**config.mk**
```make
export PLATFORM = sky130hd
export DESIGN_NAME = basic_timer_register_block_core_flat
export DESIGN_NICKNAME = d
export VERILOG_FILES = /design/src/hdl/btr_pkg.sv /design/src/hdl/btr_in_if.sv /design/src/hdl/btr_out_if.sv /design/src/hdl/basic_timer_register_block_core.sv /design/src/flat_wrapper.sv
export SDC_FILE = /design/constraint.sdc
export NUM_CORES = 1
export LEC_CHECK = 0
export BUFFER_PORTS_ARGS = -buffer_cell sky130_fd_sc_hd__buf_4
export CORE_ASPECT_RATIO = 0.5
export CORE_MARGIN = 4
export CORE_UTILIZATION = 50
export CTS_CLUSTER_SIZE = 10
export DETAILED_ROUTE_END_ITERATION = 8
export PLACE_DENSITY = 0.69
export SLEW_MARGIN = 20
export SYNTH_ARGS = -nofsm -noshare
export SYNTH_HDL_FRONTEND = slang
export SYNTH_SLANG_ARGS = --single-unit
```
**constraint.sdc**
```tcl
create_clock -name clk_i -period 9.2 [get_ports clk_i]
set_input_delay 1.38 -clock clk_i [delete_from_list [all_inputs] [get_ports clk_i]]
set_output_delay 1.38 -clock clk_i [all_outputs]
set_load 0.005 [all_outputs]
```
**src/hdl/btr_pkg.sv**
```systemverilog
`timescale 1ns / 1ps

package btr_pkg;

  typedef enum logic [1:0] {
    FUNC_TICK  = 2'd0,
    FUNC_READ  = 2'd1,
    FUNC_WRITE = 2'd2,
    FUNC_NONE  = 2'd3
  } func_e;

  localparam logic [31:0] WINDOW_SIZE = 32'h0000_0030;
  localparam logic [31:0] ALL_ONES    = 32'hFFFF_FFFF;

  localparam logic [31:0] OFS_CTRL1  = 32'h00;
  localparam logic [31:0] OFS_CTRL2  = 32'h04;
  localparam logic [31:0] OFS_SMODE  = 32'h08;
  localparam logic [31:0] OFS_IEN    = 32'h0C;
  localparam logic [31:0] OFS_STATUS = 32'h10;
  localparam logic [31:0] OFS_EVGEN  = 32'h14;
  localparam logic [31:0] OFS_COUNT  = 32'h24;
  localparam logic [31:0] OFS_PRESC  = 32'h28;
  localparam logic [31:0] OFS_RELOAD = 32'h2C;

  // bus bit positions of the update and trigger flags
  localparam int unsigned BUS_UPDATE_BIT  = 0;
  localparam int unsigned BUS_TRIGGER_BIT = 6;

  // internal flag positions
  localparam int unsigned FLAG_UPDATE  = 0;
  localparam int unsigned FLAG_TRIGGER = 1;

endpackage

```
**src/hdl/btr_in_if.sv**
```systemverilog
`timescale 1ns / 1ps

interface btr_in_if;
  logic        valid;
  logic        ready;
  logic [1:0]  func;
  logic [31:0] addr;
  logic [31:0] wdata;

  modport source (output valid, func, addr, wdata, input ready);
  modport sink (input valid, func, addr, wdata, output ready);
endinterface

```
**src/hdl/btr_out_if.sv**
```systemverilog
`timescale 1ns / 1ps

interface btr_out_if;
  logic        valid;
  logic        ready;
  logic [31:0] rdata;
  logic        irq_pending;
  logic [31:0] update_events;

  modport source (output valid, rdata, irq_pending, update_events, input ready);
  modport sink (input valid, rdata, irq_pending, update_events, output ready);
endinterface

```
**src/hdl/basic_timer_register_block_core.sv**
```systemverilog
`timescale 1ns / 1ps

// Basic up-counting timer behind a 0x30-byte register window at BASE_ADDR.
// Every input item is a tick, a register read, a register write or the unused
// code, and each one yields exactly one result item carrying read data (zero
// for ticks, writes and the unused code, all ones outside the window or at
// an unmapped offset), the interrupt line (update flag AND update enable)
// and the wrapping count of update events, all sampled after the item has
// acted. Throughput is one item per clock: the state update and the result
// are computed in a single pass of logic (one 32-bit compare per counter and
// one incrementer each) and land in the timer registers and the result
// register at the same edge. The result register doubles as the output
// stage, so a new item is taken whenever that register is empty or is
// being drained in the same cycle. Register map (byte offsets): 0x00
// control one (bit 0 counter enable), 0x04 control two, 0x08 slave mode,
// 0x0C interrupt enable (bit 0 update enable), 0x10 status (bit 0 update
// flag, bit 6 trigger flag, write one to clear), 0x14 event generation
// (bit 0 sets update flag, bit 6 sets trigger flag, reads zero), 0x24
// counter, 0x28 prescaler (divide by value+1), 0x2C auto-reload.

module basic_timer_register_block_core #(
  parameter logic [31:0] BASE_ADDR = 32'h4000_1000
) (
  input  logic       clk_i,
  input  logic       rst_ni,
  btr_in_if.sink     in_i,
  btr_out_if.source  out_o
);
  import btr_pkg::*;

  // timer state
  logic [31:0] ctrl1_q, ctrl1_d;
  logic [31:0] ctrl2_q, ctrl2_d;
  logic [31:0] smode_q, smode_d;
  logic [31:0] ien_q, ien_d;
  logic [1:0]  flags_q, flags_d;
  logic [31:0] count_q, count_d;
  logic [31:0] presc_q, presc_d;
  logic [31:0] reload_q, reload_d;
  logic [31:0] pcount_q, pcount_d;
  logic [31:0] events_q, events_d;

  // result register
  logic        out_valid_q;
  logic [31:0] rdata_q, rdata_d;
  logic        irq_q;

  logic        acc;
  logic [31:0] offset;
  logic        in_window;
  func_e       func;
  logic [31:0] rd_val;
  logic [31:0] wdata;

  // take a new item when the result slot is free or emptying now
  assign in_i.ready = !out_valid_q || out_o.ready;
  assign acc        = in_i.valid && in_i.ready;
  assign func       = func_e'(in_i.func);
  assign wdata      = in_i.wdata;
  assign offset     = in_i.addr - BASE_ADDR;
  assign in_window  = (in_i.addr >= BASE_ADDR) && (offset < WINDOW_SIZE);

  // read mux on the current register contents
  always_comb begin
    case (offset)
      OFS_CTRL1:  rd_val = ctrl1_q;
      OFS_CTRL2:  rd_val = ctrl2_q;
      OFS_SMODE:  rd_val = smode_q;
      OFS_IEN:    rd_val = ien_q;
      OFS_STATUS: begin
        rd_val = '0;
        rd_val[BUS_UPDATE_BIT]  = flags_q[FLAG_UPDATE];
        rd_val[BUS_TRIGGER_BIT] = flags_q[FLAG_TRIGGER];
      end
      OFS_EVGEN:  rd_val = '0;
      OFS_COUNT:  rd_val = count_q;
      OFS_PRESC:  rd_val = presc_q;
      OFS_RELOAD: rd_val = reload_q;
      default:    rd_val = ALL_ONES;
    endcase
  end

  always_comb begin
    ctrl1_d  = ctrl1_q;
    ctrl2_d  = ctrl2_q;
    smode_d  = smode_q;
    ien_d    = ien_q;
    flags_d  = flags_q;
    count_d  = count_q;
    presc_d  = presc_q;
    reload_d = reload_q;
    pcount_d = pcount_q;
    events_d = events_q;
    rdata_d  = '0;

    if (acc) begin
      case (func)
        FUNC_TICK: begin
          if (ctrl1_q[0]) begin
            // pcount+1 < presc+1 in 33 bits is just pcount < presc
            if (pcount_q < presc_q) begin
              pcount_d = pcount_q + 32'd1;
            end else begin
              pcount_d = '0;
              // count+1 > reload in 33 bits is count >= reload
              if (count_q >= reload_q) begin
                count_d              = '0;
                flags_d[FLAG_UPDATE] = 1'b1;
                events_d             = events_q + 32'd1;
              end else begin
                count_d = count_q + 32'd1;
              end
            end
          end
        end
        FUNC_READ: begin
          rdata_d = in_window ? rd_val : ALL_ONES;
        end
        FUNC_WRITE: begin
          if (in_window) begin
            case (offset)
              OFS_CTRL1:  ctrl1_d = wdata;
              OFS_CTRL2:  ctrl2_d = wdata;
              OFS_SMODE:  smode_d = wdata;
              OFS_IEN:    ien_d = wdata;
              OFS_STATUS: begin
                if (wdata[BUS_UPDATE_BIT])  flags_d[FLAG_UPDATE] = 1'b0;
                if (wdata[BUS_TRIGGER_BIT]) flags_d[FLAG_TRIGGER] = 1'b0;
              end
              OFS_EVGEN:  begin
                if (wdata[BUS_UPDATE_BIT])  flags_d[FLAG_UPDATE] = 1'b1;
                if (wdata[BUS_TRIGGER_BIT]) flags_d[FLAG_TRIGGER] = 1'b1;
              end
              OFS_COUNT:  count_d = wdata;
              OFS_PRESC:  presc_d = wdata;
              OFS_RELOAD: reload_d = wdata;
              default:    ;
            endcase
          end
        end
        default: ;  // unused code: no effect, zero read data
      endcase
    end
  end

  always_ff @(posedge clk_i or negedge rst_ni) begin
    if (!rst_ni) begin
      ctrl1_q     <= '0;
      ctrl2_q     <= '0;
      smode_q     <= '0;
      ien_q       <= '0;
      flags_q     <= '0;
      count_q     <= '0;
      presc_q     <= '0;
      reload_q    <= '0;
      pcount_q    <= '0;
      events_q    <= '0;
      out_valid_q <= 1'b0;
    end else begin
      ctrl1_q  <= ctrl1_d;
      ctrl2_q  <= ctrl2_d;
      smode_q  <= smode_d;
      ien_q    <= ien_d;
      flags_q  <= flags_d;
      count_q  <= count_d;
      presc_q  <= presc_d;
      reload_q <= reload_d;
      pcount_q <= pcount_d;
      events_q <= events_d;
      if (acc) begin
        out_valid_q <= 1'b1;
      end else if (out_o.ready) begin
        out_valid_q <= 1'b0;
      end
    end
  end

  // result payload, loaded with the post-item state
  always_ff @(posedge clk_i) begin
    if (acc) begin
      rdata_q <= rdata_d;
      irq_q   <= flags_d[FLAG_UPDATE] && ien_d[0];
    end
  end

  assign out_o.valid         = out_valid_q;
  assign out_o.rdata         = rdata_q;
  assign out_o.irq_pending   = irq_q;
  assign out_o.update_events = events_q;

  // a stalled result must block new items
  a_stall_blocks: assert property (@(posedge clk_i) disable iff (!rst_ni)
    out_valid_q && !out_o.ready |-> !in_i.ready)
    else $error("item taken while result is stalled");

  // state only moves with an accepted item
  a_events_hold: assert property (@(posedge clk_i) disable iff (!rst_ni)
    !acc |=> $stable(events_q) && $stable(count_q) && $stable(pcount_q))
    else $error("timer state changed without an item");

  // a tick with the counter disabled leaves the counters alone
  a_disabled_tick: assert property (@(posedge clk_i) disable iff (!rst_ni)
    acc && func == FUNC_TICK && !ctrl1_q[0] |=>
      $stable(count_q) && $stable(pcount_q) && $stable(events_q))
    else $error("disabled counter advanced");

  // the event total moves by one at most, and only together with a counter wrap
  a_event_step: assert property (@(posedge clk_i) disable iff (!rst_ni)
    acc && func == FUNC_TICK |=>
      (events_q == $past(events_q)) ||
      (events_q == $past(events_q) + 32'd1 && count_q == '0))
    else $error("bad update event step");

endmodule
```
**src/flat_wrapper.sv**
```systemverilog
// flat-port wrapper written by rule: the top's interface ports become plain ports
module basic_timer_register_block_core_flat import btr_pkg::*;
#(
  parameter logic [31:0] BASE_ADDR = 32'h4000_1000
)
  (clk_i, rst_ni, in_i_valid, in_i_func, in_i_addr, in_i_wdata, in_i_ready, out_o_valid, out_o_rdata, out_o_irq_pending, out_o_update_events, out_o_ready);
  btr_in_if in_i_i ();
  btr_out_if out_o_i ();
  input  logic clk_i;
  input  logic rst_ni;
  input wire logic [$bits(in_i_i.valid)-1:0] in_i_valid;
  input wire logic [$bits(in_i_i.func)-1:0] in_i_func;
  input wire logic [$bits(in_i_i.addr)-1:0] in_i_addr;
  input wire logic [$bits(in_i_i.wdata)-1:0] in_i_wdata;
  output wire logic [$bits(in_i_i.ready)-1:0] in_i_ready;
  output wire logic [$bits(out_o_i.valid)-1:0] out_o_valid;
  output wire logic [$bits(out_o_i.rdata)-1:0] out_o_rdata;
  output wire logic [$bits(out_o_i.irq_pending)-1:0] out_o_irq_pending;
  output wire logic [$bits(out_o_i.update_events)-1:0] out_o_update_events;
  input wire logic [$bits(out_o_i.ready)-1:0] out_o_ready;
  assign in_i_i.valid = in_i_valid;
  assign in_i_i.func = in_i_func;
  assign in_i_i.addr = in_i_addr;
  assign in_i_i.wdata = in_i_wdata;
  assign in_i_ready = in_i_i.ready;
  assign out_o_valid = out_o_i.valid;
  assign out_o_rdata = out_o_i.rdata;
  assign out_o_irq_pending = out_o_i.irq_pending;
  assign out_o_update_events = out_o_i.update_events;
  assign out_o_i.ready = out_o_ready;
  basic_timer_register_block_core #(.BASE_ADDR(BASE_ADDR)) u_core (.clk_i(clk_i), .rst_ni(rst_ni), .in_i(in_i_i), .out_o(out_o_i));
endmodule
```
==> results.py, run 1 <==
metrics = {
    "die": {
        "vertical_die_dimension_microns": 136,
        "die_area_sq_um": 36000,
        "die_width_microns": 264,
        "initial_core_util_pct": 51.3,
        "floorplan.io_pins": 137,
        "core_region_area_sq_um": 32000,
        "rows": 46,
    },
    "yosys": {
        "synth_simple_gate_area_share_pct": 11.2,
        "synth_compound_gate_area_share_pct": 13.1,
        "synth_enable_flop_cells": 33,
        "synth_nets": 1642,
        "synth_area_leader_cell": "dfrtp_1",
        "yosys_warn_count": 0,
        "synth-seq-area-share_pct": 50.4,
        "synth_seq_cells": 324,
        "async_reset_ff_share_pct": 89.8,
        "post_synth_main_area_contributors": "dfrtp_1, mux2_2, edfxtp_1",
        "largest_family_of_logic_cells_by_synthesized_area": "compound AO/OA/AOI/OAI gates",
        "yosys.area_share.xor_xnor_pct": 3.20,
        "synth_adder_area_share_pct": 5.03,
        "yosys-mux-area-fraction_pct": 12.8,
        "ys_dominant_reg_cell": "dfrtp_1",
        "synth_top_cell_area_share_pct": 44.4,
        "syn-cell-area_sq_um": 16400,
        "syn_avg_cell_area_sq_um": 10.9,
        "postSynthCellCount": 1506,
        "netlist-cell-type-count": 62,
    },
    "sta": {
        "timing.clock.skew_ns": 0.0187,
        "grt_setup_unrepaired": "no",
        "post_route_clock_period_utilization_pct": 50.2,
        "worst_margin_slew_ns": 1.18,
        "maxClockFrequency_mhz": 216,
        "worst_slew_margin_rel_pct": 21.4,
        "setup-violations-final": 0,
        "hold_ws_ns": 0.480,
        "finalMaxSlewViolations": 0,
        "fin_tns_setup_ns": 0,
        "period_minus_slack_ns": 4.62,
        "final_hold_viol_count": 0,
    },
    "worst_hold_path": {
        "holdCritPathClass": "flip-flop to flip-flop",
        "holdPathStages": 1,
    },
    "final_layout": {
        "syn_to_final_growth_pct": 15.8,
        "nets": 1756,
        "antenna-diode-count": 0,
        "fillers": 2665,
        "mostFrequentLayoutCell": "dfrtp_1",
        "layout-drive-gt1-share_pct": 21.5,
        "final_cell_mix": "dfrtp_1, buf_4, mux2_2",
        "area_taken_by_flip_flops_and_latches_sq_um": 8270,
        "multiInputGateArea_sq_um": 7520,
        "layout.core_utilization_pct": 59.4,
        "post_layout_nonfiller_instances": 2070,
    },
    "detailed_routing": {
        "detail_route.first_pass.iterations": 6,
        "viasPerCell": 6.19,
        "routed-wl-met2_microns": 20500,
        "vias": 12823,
        "routed.top_layer": "met5",
        "detail_route.wirelength.met1_microns": 19900,
        "detail_route.iter0.violations": 1228,
        "route.detailed.drc": 0,
        "dr_wl_met3_microns": 4600,
        "drt.antenna.violating_nets": 0,
        "wl_microns": 46600,
        "avgRoutedWirePerCell_microns": 22.5,
    },
    "power_and_ir_drop": {
        "power.combinational.fraction_pct": 4.3,
        "post-layout-total-power_w": 0.00296,
        "cellPowerDensity_nw_per_um2": 156,
        "p_leak_nw": 8.99,
        "power.share.sequential_pct": 49.3,
        "switching_share_pct": 22.3,
        "vdd.ir_drop.worst_v": 0.000107,
        "cell_internal_pwr_w": 0.00230,
        "p_sw_w": 0.000660,
        "clock_power_share_pct": 46.5,
    },
    "clock_tree": {
        "ctsHtreeMaxLevel": 2,
        "post_cts_resize_count": 0,
        "cts-root-buf": "clkbuf_16",
        "clock_insertion_delay_worst_skew_ns": 0.54,
        "post-cts-setup-buffers": 0,
        "cts_inserted_buffers": 38,
        "cts_stage_hold_buffer_count": 0,
        "count_of_clock_tree_sinks": 324,
        "path_clk_slew_ns": 0.06,
        "cts_tree": "yes",
        "cts.path.max_buffers": 3,
    },
    "grt": {
        "grt_max_degree": 158,
        "grt_use_total_pct": 25.9,
        "first_pass_grt_wire_length_microns": 73500,
        "number_of_antenna_violations_at_the_first_check_in_global_routing": 1,
        "grt-ovfl-total": 0,
        "via_count_of_the_first_global_routing_pass": 13091,
    },
    "placement": {
        "place_inst": 2011,
        "gp_congestion": 0.891,
        "detailed_place_hpwl_microns": 31000,
        "io_buffer_count": 136,
    },
    "worst_setup_path": {
        "critPathArrivalTime_ns": 4.90,
        "timing.critical_path.fanout_max": 22,
        "crit_required_ns": 9.48,
        "worstSetupPathType": "primary input to flip-flop",
        "worstRegToRegCells": 11,
        "reg2reg_setup_slack_ns": 5.70,
        "worst_setup_path_start_kind": "primary input",
        "endpoint_kind": "flip-flop",
    },
    "flow_run": {
        "max_cap_viol_count": 0,
    },
    "run_status": {
        "run_status": "complete, no violations",
    },
}
-- Yosys cell counts (23+ instances only) --
library cell and instances:
clkbuf_1 65, nand4_1 33, mux2_2 131, nand3_1 33
inv_1 99, nand2_1 98, a22oi_1 42, xor2_1 29
a31oi_1 34, and3_1 23, mux2_1 29, a21oi_1 70
edfxtp_1 33, o21ai_0 56, ha_1 66, dfrtp_1 291
mux2i_1 30, xnor2_1 31, a221oi_1 34, nor2_1 94
-- final cells by class --
cell class                 count  area share [%]
clock buffer                  56            5.47
sequential                   324            43.5
clock inverter                 2           0.204
multi-input combinational    999            39.5
inverter                      99            1.96
tap                          432            2.84
timing repair buffer         158            6.45
-- routing by layer --
metal  vias to the layer above  global-route usage (%)
met2                       539                    39.6
met5                         -                    2.70
met4                         4                    8.70
met3                       104                    8.16
li1                       5729                       -
met1                      6447                    35.2
-- through the flow --
stage | cell area [sq um] | worst slack, ns
2_1_floorplan | 16400 | 4.89
3_3_place_gp | 17900 | 4.21
3_5_place_dp | 17900 | 4.15
4_1_cts | 19000 | 4.68
5_1_grt | 19000 | 4.37
6_report | 19000 | 4.58
-- logic make-up (layout without fill, tap and decap cells) --
logic type                 after synthesis  count (layout)
AOI/OAI and AO/OA                      323             323
xor gates and xnor gates                60              60
adders and majority gates               66              66
buffers and inverters                  183             315
DFF                                    324             324
muxes                                  190             190
and+or+nand+nor                        360             360
-- power groups by stage --
stage	Sequential (W)	Clock, W	Combinational (W)
global placement	0.00149	0	0.000122
floorplan	0.00149	0	0.0000286
detailed placement	0.00149	0	0.000125
finish	0.00146	0.00138	0.000126
CTS	0.00146	0.00140	0.000125
global route	0.00146	0.00146	0.000136
-- worst paths after layout --
kind,start,to
setup / recovery,in_i_addr[13],u_core.out_o.irq_pending
hold / removal,u_core.out_o.update_events[31],u_core.out_o.update_events[31]
setup reg to reg,u_core.count_q[1],u_core.count_q[7]
hold reg to reg,u_core.out_o.update_events[31],u_core.out_o.update_events[31]
max in group asynchronous,rst_ni,u_core.reload_q[5]
min in group asynchronous,rst_ni,u_core.out_o.update_events[0]
-- critical path, cell delays in order --
cell and delay (ns):
buf_4 0.11, nor4_1 0.32, xor2_1 0.17, nand2b_1 0.20
nor3_1 0.40, nand3_1 0.40, nor4_4 0.92, buf_4 0.48
mux2_2 0.39, a21boi_0 0.12
Note: power is estimated with default switching activity, not from simulation.
==> inputs of run 2 (changes only) <==
Clock period 9.2 ns to 4.5 ns, I/O delays scaled along.
==> run 2 against run 1 <==
Effect of this change:
- die area unchanged
- utilization increased by 0.19 points
- combinational power increased by 100%
- via count decreased by 0.40%
- cell area increased by 0.32%
- first-iteration DRC count increased by 16%
- non-clock buffer count increased by 13
- critical path depth increased by 1
- total power increased by 100%
- clock-buffer cell count decreased by 1
- sequential share of layout area decreased by 0.14 points
- clock power increased by 99%
- critical endpoint is now u_core.count_q[12]
- largest power group unchanged
==> results.py, run 2 (synthesized netlist as in run 1, its figures left out) <==
metrics = {
    "worst_setup_path": {
        "worstRegToRegCells": 11,
        "worst_setup_path_start_kind": "flip-flop",
        "critPathArrivalTime_ns": 3.99,
        "crit_required_ns": 4.93,
        "r2r_start": "u_core.presc_q[13]",
        "critPathTopFamily": "compound AO/OA/AOI/OAI gates",
        "reg2reg_setup_slack_ns": 0.94,
        "worstPathCellList": "inv_1, ha_1, a211oi_1, nor2_1, or3_1, a211o_1, a21oi_1, a21o_1, buf_4, a21oi_1, o22ai_1",
        "path_common_cell": "a21oi_1",
        "regToRegEndpoint": "u_core.count_q[12]",
        "worstSetupPathType": "flip-flop to flip-flop",
        "slowest_stage_delay_cp_ns": 0.62,
        "timing.critical_path.fanout_max": 19,
        "timing.critical_path.slowest_stage_cell": "a21o_1",
        "endpoint_kind": "flip-flop",
        "critPathBufInv": 2,
    },
    "die": {
        "vertical_die_dimension_microns": 136,
        "initial_core_util_pct": 51.3,
        "rows": 46,
        "core_region_area_sq_um": 32000,
        "die_area_sq_um": 36000,
        "floorplan.io_pins": 137,
        "die_width_microns": 264,
    },
    "clock_tree": {
        "cts_inserted_buffers": 38,
        "ctsHtreeMaxLevel": 2,
        "post-cts-setup-buffers": 0,
        "cts_tree": "yes",
        "cts.path.max_buffers": 3,
        "path_clk_slew_ns": 0.06,
        "cts-root-buf": "clkbuf_16",
        "cts_stage_hold_buffer_count": 0,
        "post_cts_resize_count": 0,
        "count_of_clock_tree_sinks": 324,
        "clock_insertion_delay_worst_skew_ns": 0.53,
    },
    "power_and_ir_drop": {
        "p_sw_w": 0.00134,
        "power.combinational.fraction_pct": 4.3,
        "vdd.ir_drop.worst_v": 0.000240,
        "cellPowerDensity_nw_per_um2": 314,
        "power.share.sequential_pct": 49.8,
        "cell_internal_pwr_w": 0.00465,
        "switching_share_pct": 22.4,
        "clock_power_share_pct": 45.9,
        "p_leak_nw": 9.03,
    },
    "final_layout": {
        "antenna-diode-count": 0,
        "final_cell_mix": "dfrtp_1, buf_4, mux2_2",
        "nets": 1769,
        "multiInputGateArea_sq_um": 7500,
        "area_taken_by_flip_flops_and_latches_sq_um": 8270,
        "layout-drive-gt1-share_pct": 22.1,
        "layout.core_utilization_pct": 59.6,
        "syn_to_final_growth_pct": 16.1,
        "mostFrequentLayoutCell": "dfrtp_1",
        "fillers": 2631,
    },
    "sta": {
        "final_hold_viol_count": 0,
        "setup-violations-final": 0,
        "worst_slew_margin_rel_pct": 36.2,
        "grt_setup_unrepaired": "no",
        "fin_tns_setup_ns": 0,
        "timing.clock.skew_ns": 0.0131,
        "finalMaxSlewViolations": 0,
        "worst_margin_slew_ns": 0.956,
        "period_minus_slack_ns": 3.56,
        "maxClockFrequency_mhz": 281,
        "post_route_clock_period_utilization_pct": 79.0,
    },
    "detailed_routing": {
        "detail_route.iter0.violations": 1421,
        "vias": 12772,
        "routed.top_layer": "met4",
        "drt.antenna.violating_nets": 0,
        "detail_route.wirelength.met1_microns": 20700,
        "viasPerCell": 6.13,
        "avgRoutedWirePerCell_microns": 22.4,
        "wl_microns": 46600,
        "dr_wl_met3_microns": 4170,
        "detail_route.first_pass.iterations": 6,
        "route.detailed.drc": 0,
        "routed-wl-met2_microns": 20300,
    },
    "grt": {
        "grt-ovfl-total": 0,
        "number_of_antenna_violations_at_the_first_check_in_global_routing": 1,
        "grt_max_degree": 106,
        "via_count_of_the_first_global_routing_pass": 12938,
        "first_pass_grt_wire_length_microns": 73100,
        "grt_use_total_pct": 25.7,
    },
    "placement": {
        "io_buffer_count": 136,
        "detailed_place_hpwl_microns": 31800,
        "gp_congestion": 0.897,
    },
    "run_status": {
        "run_status": "complete, no violations",
    },
    "flow_run": {
        "max_cap_viol_count": 0,
    },
    "worst_hold_path": {
        "holdCritPathClass": "primary input to asynchronous set/reset pin",
    },
}
-- run 2: final cells by class --
cell class,count,share of cell area [%]
Tap cell,432,2.84
Clock inverter,2,0.0853
Multi-Input combinational cell,999,39.3
Sequential cell,324,43.4
Inverter,99,1.95
Clock buffer,55,5.43
Timing Repair Buffer,171,6.97
-- run 2: worst max path at each step --
stage                                  start                        endpoint  depth (start not counted)
after floorplan                  out_o_ready  u_core.out_o.update_events[29]                          8
after CTS                 u_core.count_q[11]  u_core.out_o.update_events[14]                         10
after detailed placement       in_i_addr[19]              u_core.count_q[14]                         10
after global routing      u_core.presc_q[13]              u_core.count_q[25]                         11
after global placement         in_i_addr[17]              u_core.count_q[14]                         10
final                     u_core.presc_q[13]              u_core.count_q[12]                         11
-- run 2: layer usage --
layer  vias up  GRT usage (%)
li1       5750              -
met1      6378           36.8
met2       529           38.6
met3       115           6.53
met4         0           7.97
met5         -              0
-- run 2: power by group through the flow --
| stage | Clock, W | Combinational [W] | Sequential [W] |
|---|---|---|---|
| 5_1_grt | 0.00292 | 0.000280 | 0.00298 |
| 4_1_cts | 0.00280 | 0.000259 | 0.00299 |
| 2_1_floorplan | 0 | 0.0000585 | 0.00304 |
| 3_3_place_gp | 0 | 0.000254 | 0.00304 |
| 6_report | 0.00275 | 0.000258 | 0.00299 |
| 3_5_place_dp | 0 | 0.000259 | 0.00304 |
-- run 2: metrics by stage --
step | setup slack [ns] | instance area, sq um | instances | total power (W) | hold slack (ns)
floorplan | 0.898 | 16400 | 1506 | 0.00310 | 0.379
global placement | 0.873 | 18000 | 2025 | 0.00329 | 0.463
detailed placement | 0.796 | 18000 | 2025 | 0.00330 | 0.481
CTS | 0.992 | 19100 | 2082 | 0.00604 | 0.237
global route | 0.818 | 19100 | 2082 | 0.00618 | 0.264
finish | 0.945 | 19100 | 2082 | 0.00599 | 0.199
==> inputs of run 3 (changes only) <==
Settings changed: PLACE_DENSITY 0.69 to 0.71.
Clock period 4.5 ns to 3.2 ns, I/O delays scaled along.
==> run 3 against run 2 <==
Effect of this change:
- clock skew up 0.0015 ns
- critical path depth unchanged
- clock-buffer cell count down 2
- cell area up 3.0%
- final cell count up 2.9%
- worst setup slack worse by 0.74 ns
- total power up 42%
- maximum frequency up 19%
- die area unchanged
- critical path type unchanged
- largest power group unchanged
==> results.py, run 3 (synthesized netlist as in run 1, its figures left out) <==
metrics = {
    "run_status": {
        "run_status": "complete, no violations",
    },
    "worst_hold_path": {
        "holdCritPathClass": "primary input to flip-flop",
        "holdPathStages": 2,
        "timing.hold.worst.start": "in_i_valid",
        "hold_path_end": "u_core.out_o.valid",
    },
    "power_and_ir_drop": {
        "post-layout-total-power_w": 0.00849,
        "vdd.ir_drop.worst_v": 0.000288,
        "cellPowerDensity_nw_per_um2": 433,
        "p_leak_nw": 9.38,
    },
    "final_layout": {
        "area_taken_by_flip_flops_and_latches_sq_um": 8270,
        "multiInputGateArea_sq_um": 7510,
        "fillers": 2585,
        "final_design_area_no_fill_sq_um": 19600,
        "mostFrequentLayoutCell": "dfrtp_1",
        "antenna-diode-count": 0,
        "nets": 1831,
        "final_cell_mix": "dfrtp_1, buf_4, mux2_2",
        "syn_to_final_growth_pct": 19.6,
        "layout-drive-gt1-share_pct": 25.1,
    },
    "sta": {
        "worst_slew_margin_rel_pct": 43.9,
        "timing.clock.skew_ns": 0.0146,
        "hold_ws_ns": 0.157,
        "setup-violations-final": 0,
        "timing.final.ws_setup_ns": 0.209,
        "period_minus_slack_ns": 2.99,
        "final_hold_viol_count": 0,
        "finalMaxSlewViolations": 0,
        "post_route_clock_period_utilization_pct": 93.5,
        "grt_setup_unrepaired": "no",
        "worst_margin_slew_ns": 0.841,
        "maxClockFrequency_mhz": 334,
    },
    "detailed_routing": {
        "detail_route.first_pass.iterations": 6,
        "detail_route.iter0.violations": 1406,
        "avgRoutedWirePerCell_microns": 22.7,
        "wl_microns": 48600,
        "drt.antenna.violating_nets": 0,
        "vias": 13241,
        "route.detailed.drc": 0,
        "viasPerCell": 6.18,
    },
    "placement": {
        "dpl_cell_area_sq_um": 18500,
        "detailed_place_hpwl_microns": 34000,
        "dp_slack_ns": -0.114,
        "gp_congestion": 0.949,
        "io_buffer_count": 136,
    },
    "worst_setup_path": {
        "worstSetupPathType": "flip-flop to flip-flop",
        "worstRegToRegCells": 11,
        "reg2reg_setup_slack_ns": 0.21,
        "worst_setup_path_start_kind": "flip-flop",
        "worstPathCellList": "inv_1, ha_1, o2111ai_1, a311oi_1, nor2_1, a21oi_1, a31oi_2, buf_4, nor3_2, and4_1, xor2_1",
        "endpoint_kind": "flip-flop",
        "crit_required_ns": 3.65,
        "r2r_start": "u_core.reload_q[11]",
        "timing.critical_path.fanout_max": 6,
        "regToRegEndpoint": "u_core.out_o.update_events[4]",
        "timing.critical_path.slowest_stage_cell": "nor3_2",
        "slowest_stage_delay_cp_ns": 0.43,
        "critPathArrivalTime_ns": 3.44,
    },
    "die": {
        "die_area_sq_um": 36000,
        "floorplan.io_pins": 137,
        "vertical_die_dimension_microns": 136,
        "rows": 46,
        "core_region_area_sq_um": 32000,
        "die_width_microns": 264,
        "initial_core_util_pct": 51.3,
    },
    "clock_tree": {
        "cts_tree": "yes",
        "clock_insertion_delay_worst_skew_ns": 0.54,
        "path_clk_slew_ns": 0.06,
        "cts_inserted_buffers": 38,
        "ctsHtreeMaxLevel": 2,
        "post-cts-setup-buffers": 0,
        "cts.path.max_buffers": 3,
        "cts-root-buf": "clkbuf_16",
        "count_of_clock_tree_sinks": 324,
    },
    "grt": {
        "via_count_of_the_first_global_routing_pass": 13360,
        "grt-ovfl-total": 0,
        "number_of_antenna_violations_at_the_first_check_in_global_routing": 1,
        "grt_max_degree": 94,
        "grt_use_total_pct": 26.8,
        "first_pass_grt_wire_length_microns": 76100,
    },
    "flow_run": {
        "max_cap_viol_count": 0,
    },
}
==> run 3: changes by cell type in the layout (fill, tap and decap cells not counted) <==
cell | previous run | this run
dfrtp_2 | 0 | 1
buf_4 | 167 | 222
dlygate4sd3_1 | 0 | 1
clkinv_8 | 0 | 2
clkbuf_1 | 16 | 14
dfrtp_1 | 291 | 290
a31oi_2 | 0 | 1
a31oi_1 | 34 | 33
buf_12 | 3 | 9
nor3_2 | 2 | 3
nor2b_2 | 1 | 2
nor2b_4 | 1 | 0
nor3_1 | 15 | 14
inv_6 | 1 | 0
==> run 3: what timing repair did <==
item,CTS,global route
pin swaps,0,1
hold endpoints to repair,67,0
gates resized for setup,2,2
endpoints found under the setup margin,12,57
hold buffers,1,0
==> run 3: through the flow <==
stage          util (%)  setup TNS (ns)  std cells
2_1_floorplan         -               0       1506
3_3_place_gp       57.9               0       2086
3_5_place_dp       57.9          -0.692       2086
4_1_cts            61.3               0       2143
5_1_grt            61.4               0       2143
6_report           61.4               0       2143
==> run 3: worst max-delay path by stage <==
stage | startpoint | to | slack, ns | depth (start not counted)
6_report | u_core.reload_q[11] | u_core.out_o.update_events[4] | 0.21 | 11
2_1_floorplan | u_core.pcount_q[13] | u_core.count_q[19] | 0.35 | 10
4_1_cts | u_core.reload_q[11] | u_core.out_o.update_events[22] | 0.03 | 12
3_5_place_dp | u_core.reload_q[10] | u_core.out_o.update_events[24] | -0.11 | 12
3_3_place_gp | u_core.reload_q[15] | u_core.out_o.update_events[22] | 0.06 | 12
5_1_grt | u_core.reload_q[10] | u_core.out_o.update_events[22] | 0.07 | 12
==> run 3: worst max-delay path: cells and delay by family (launching register included) <==
kind | cells | cell delay, ns
AOI/OAI and AO/OA | 4 | 0.97
and+or+nand+nor | 3 | 0.77
DFF | 1 | 0.36
adders and majority gates | 1 | 0.32
buffers and inverters | 2 | 0.30
xor gates and xnor gates | 1 | 0.17
==> run 3: power breakdown <==
part	internal, W	leakage (nW)	total [W]	switching, W
clock network	0.00222	0.511	0.00392	0.00169
registers	0.00419	4.14	0.00420	0.00000916
logic	0.000136	4.73	0.000380	0.000245
total	0.00655	9.38	0.00849	0.00194
==> run 3: area by class of cell <==
cell class                 instances  area share, %
clock buffer                      53           5.24
clock inverter                     3          0.204
inverter                          99           1.89
timing repair buffer             233           9.53
tap                              432           2.75
multi-input combinational        999           38.2
sequential                       324           42.1
==> run 3: per-layer routing <==
layer	track usage, %	share of wire (%)	wire length, microns
met1	38.0	44	21200
met2	41.5	44	21500
met3	7.02	10	4840
met4	7.15	2.2	1070
met5	0	0	0
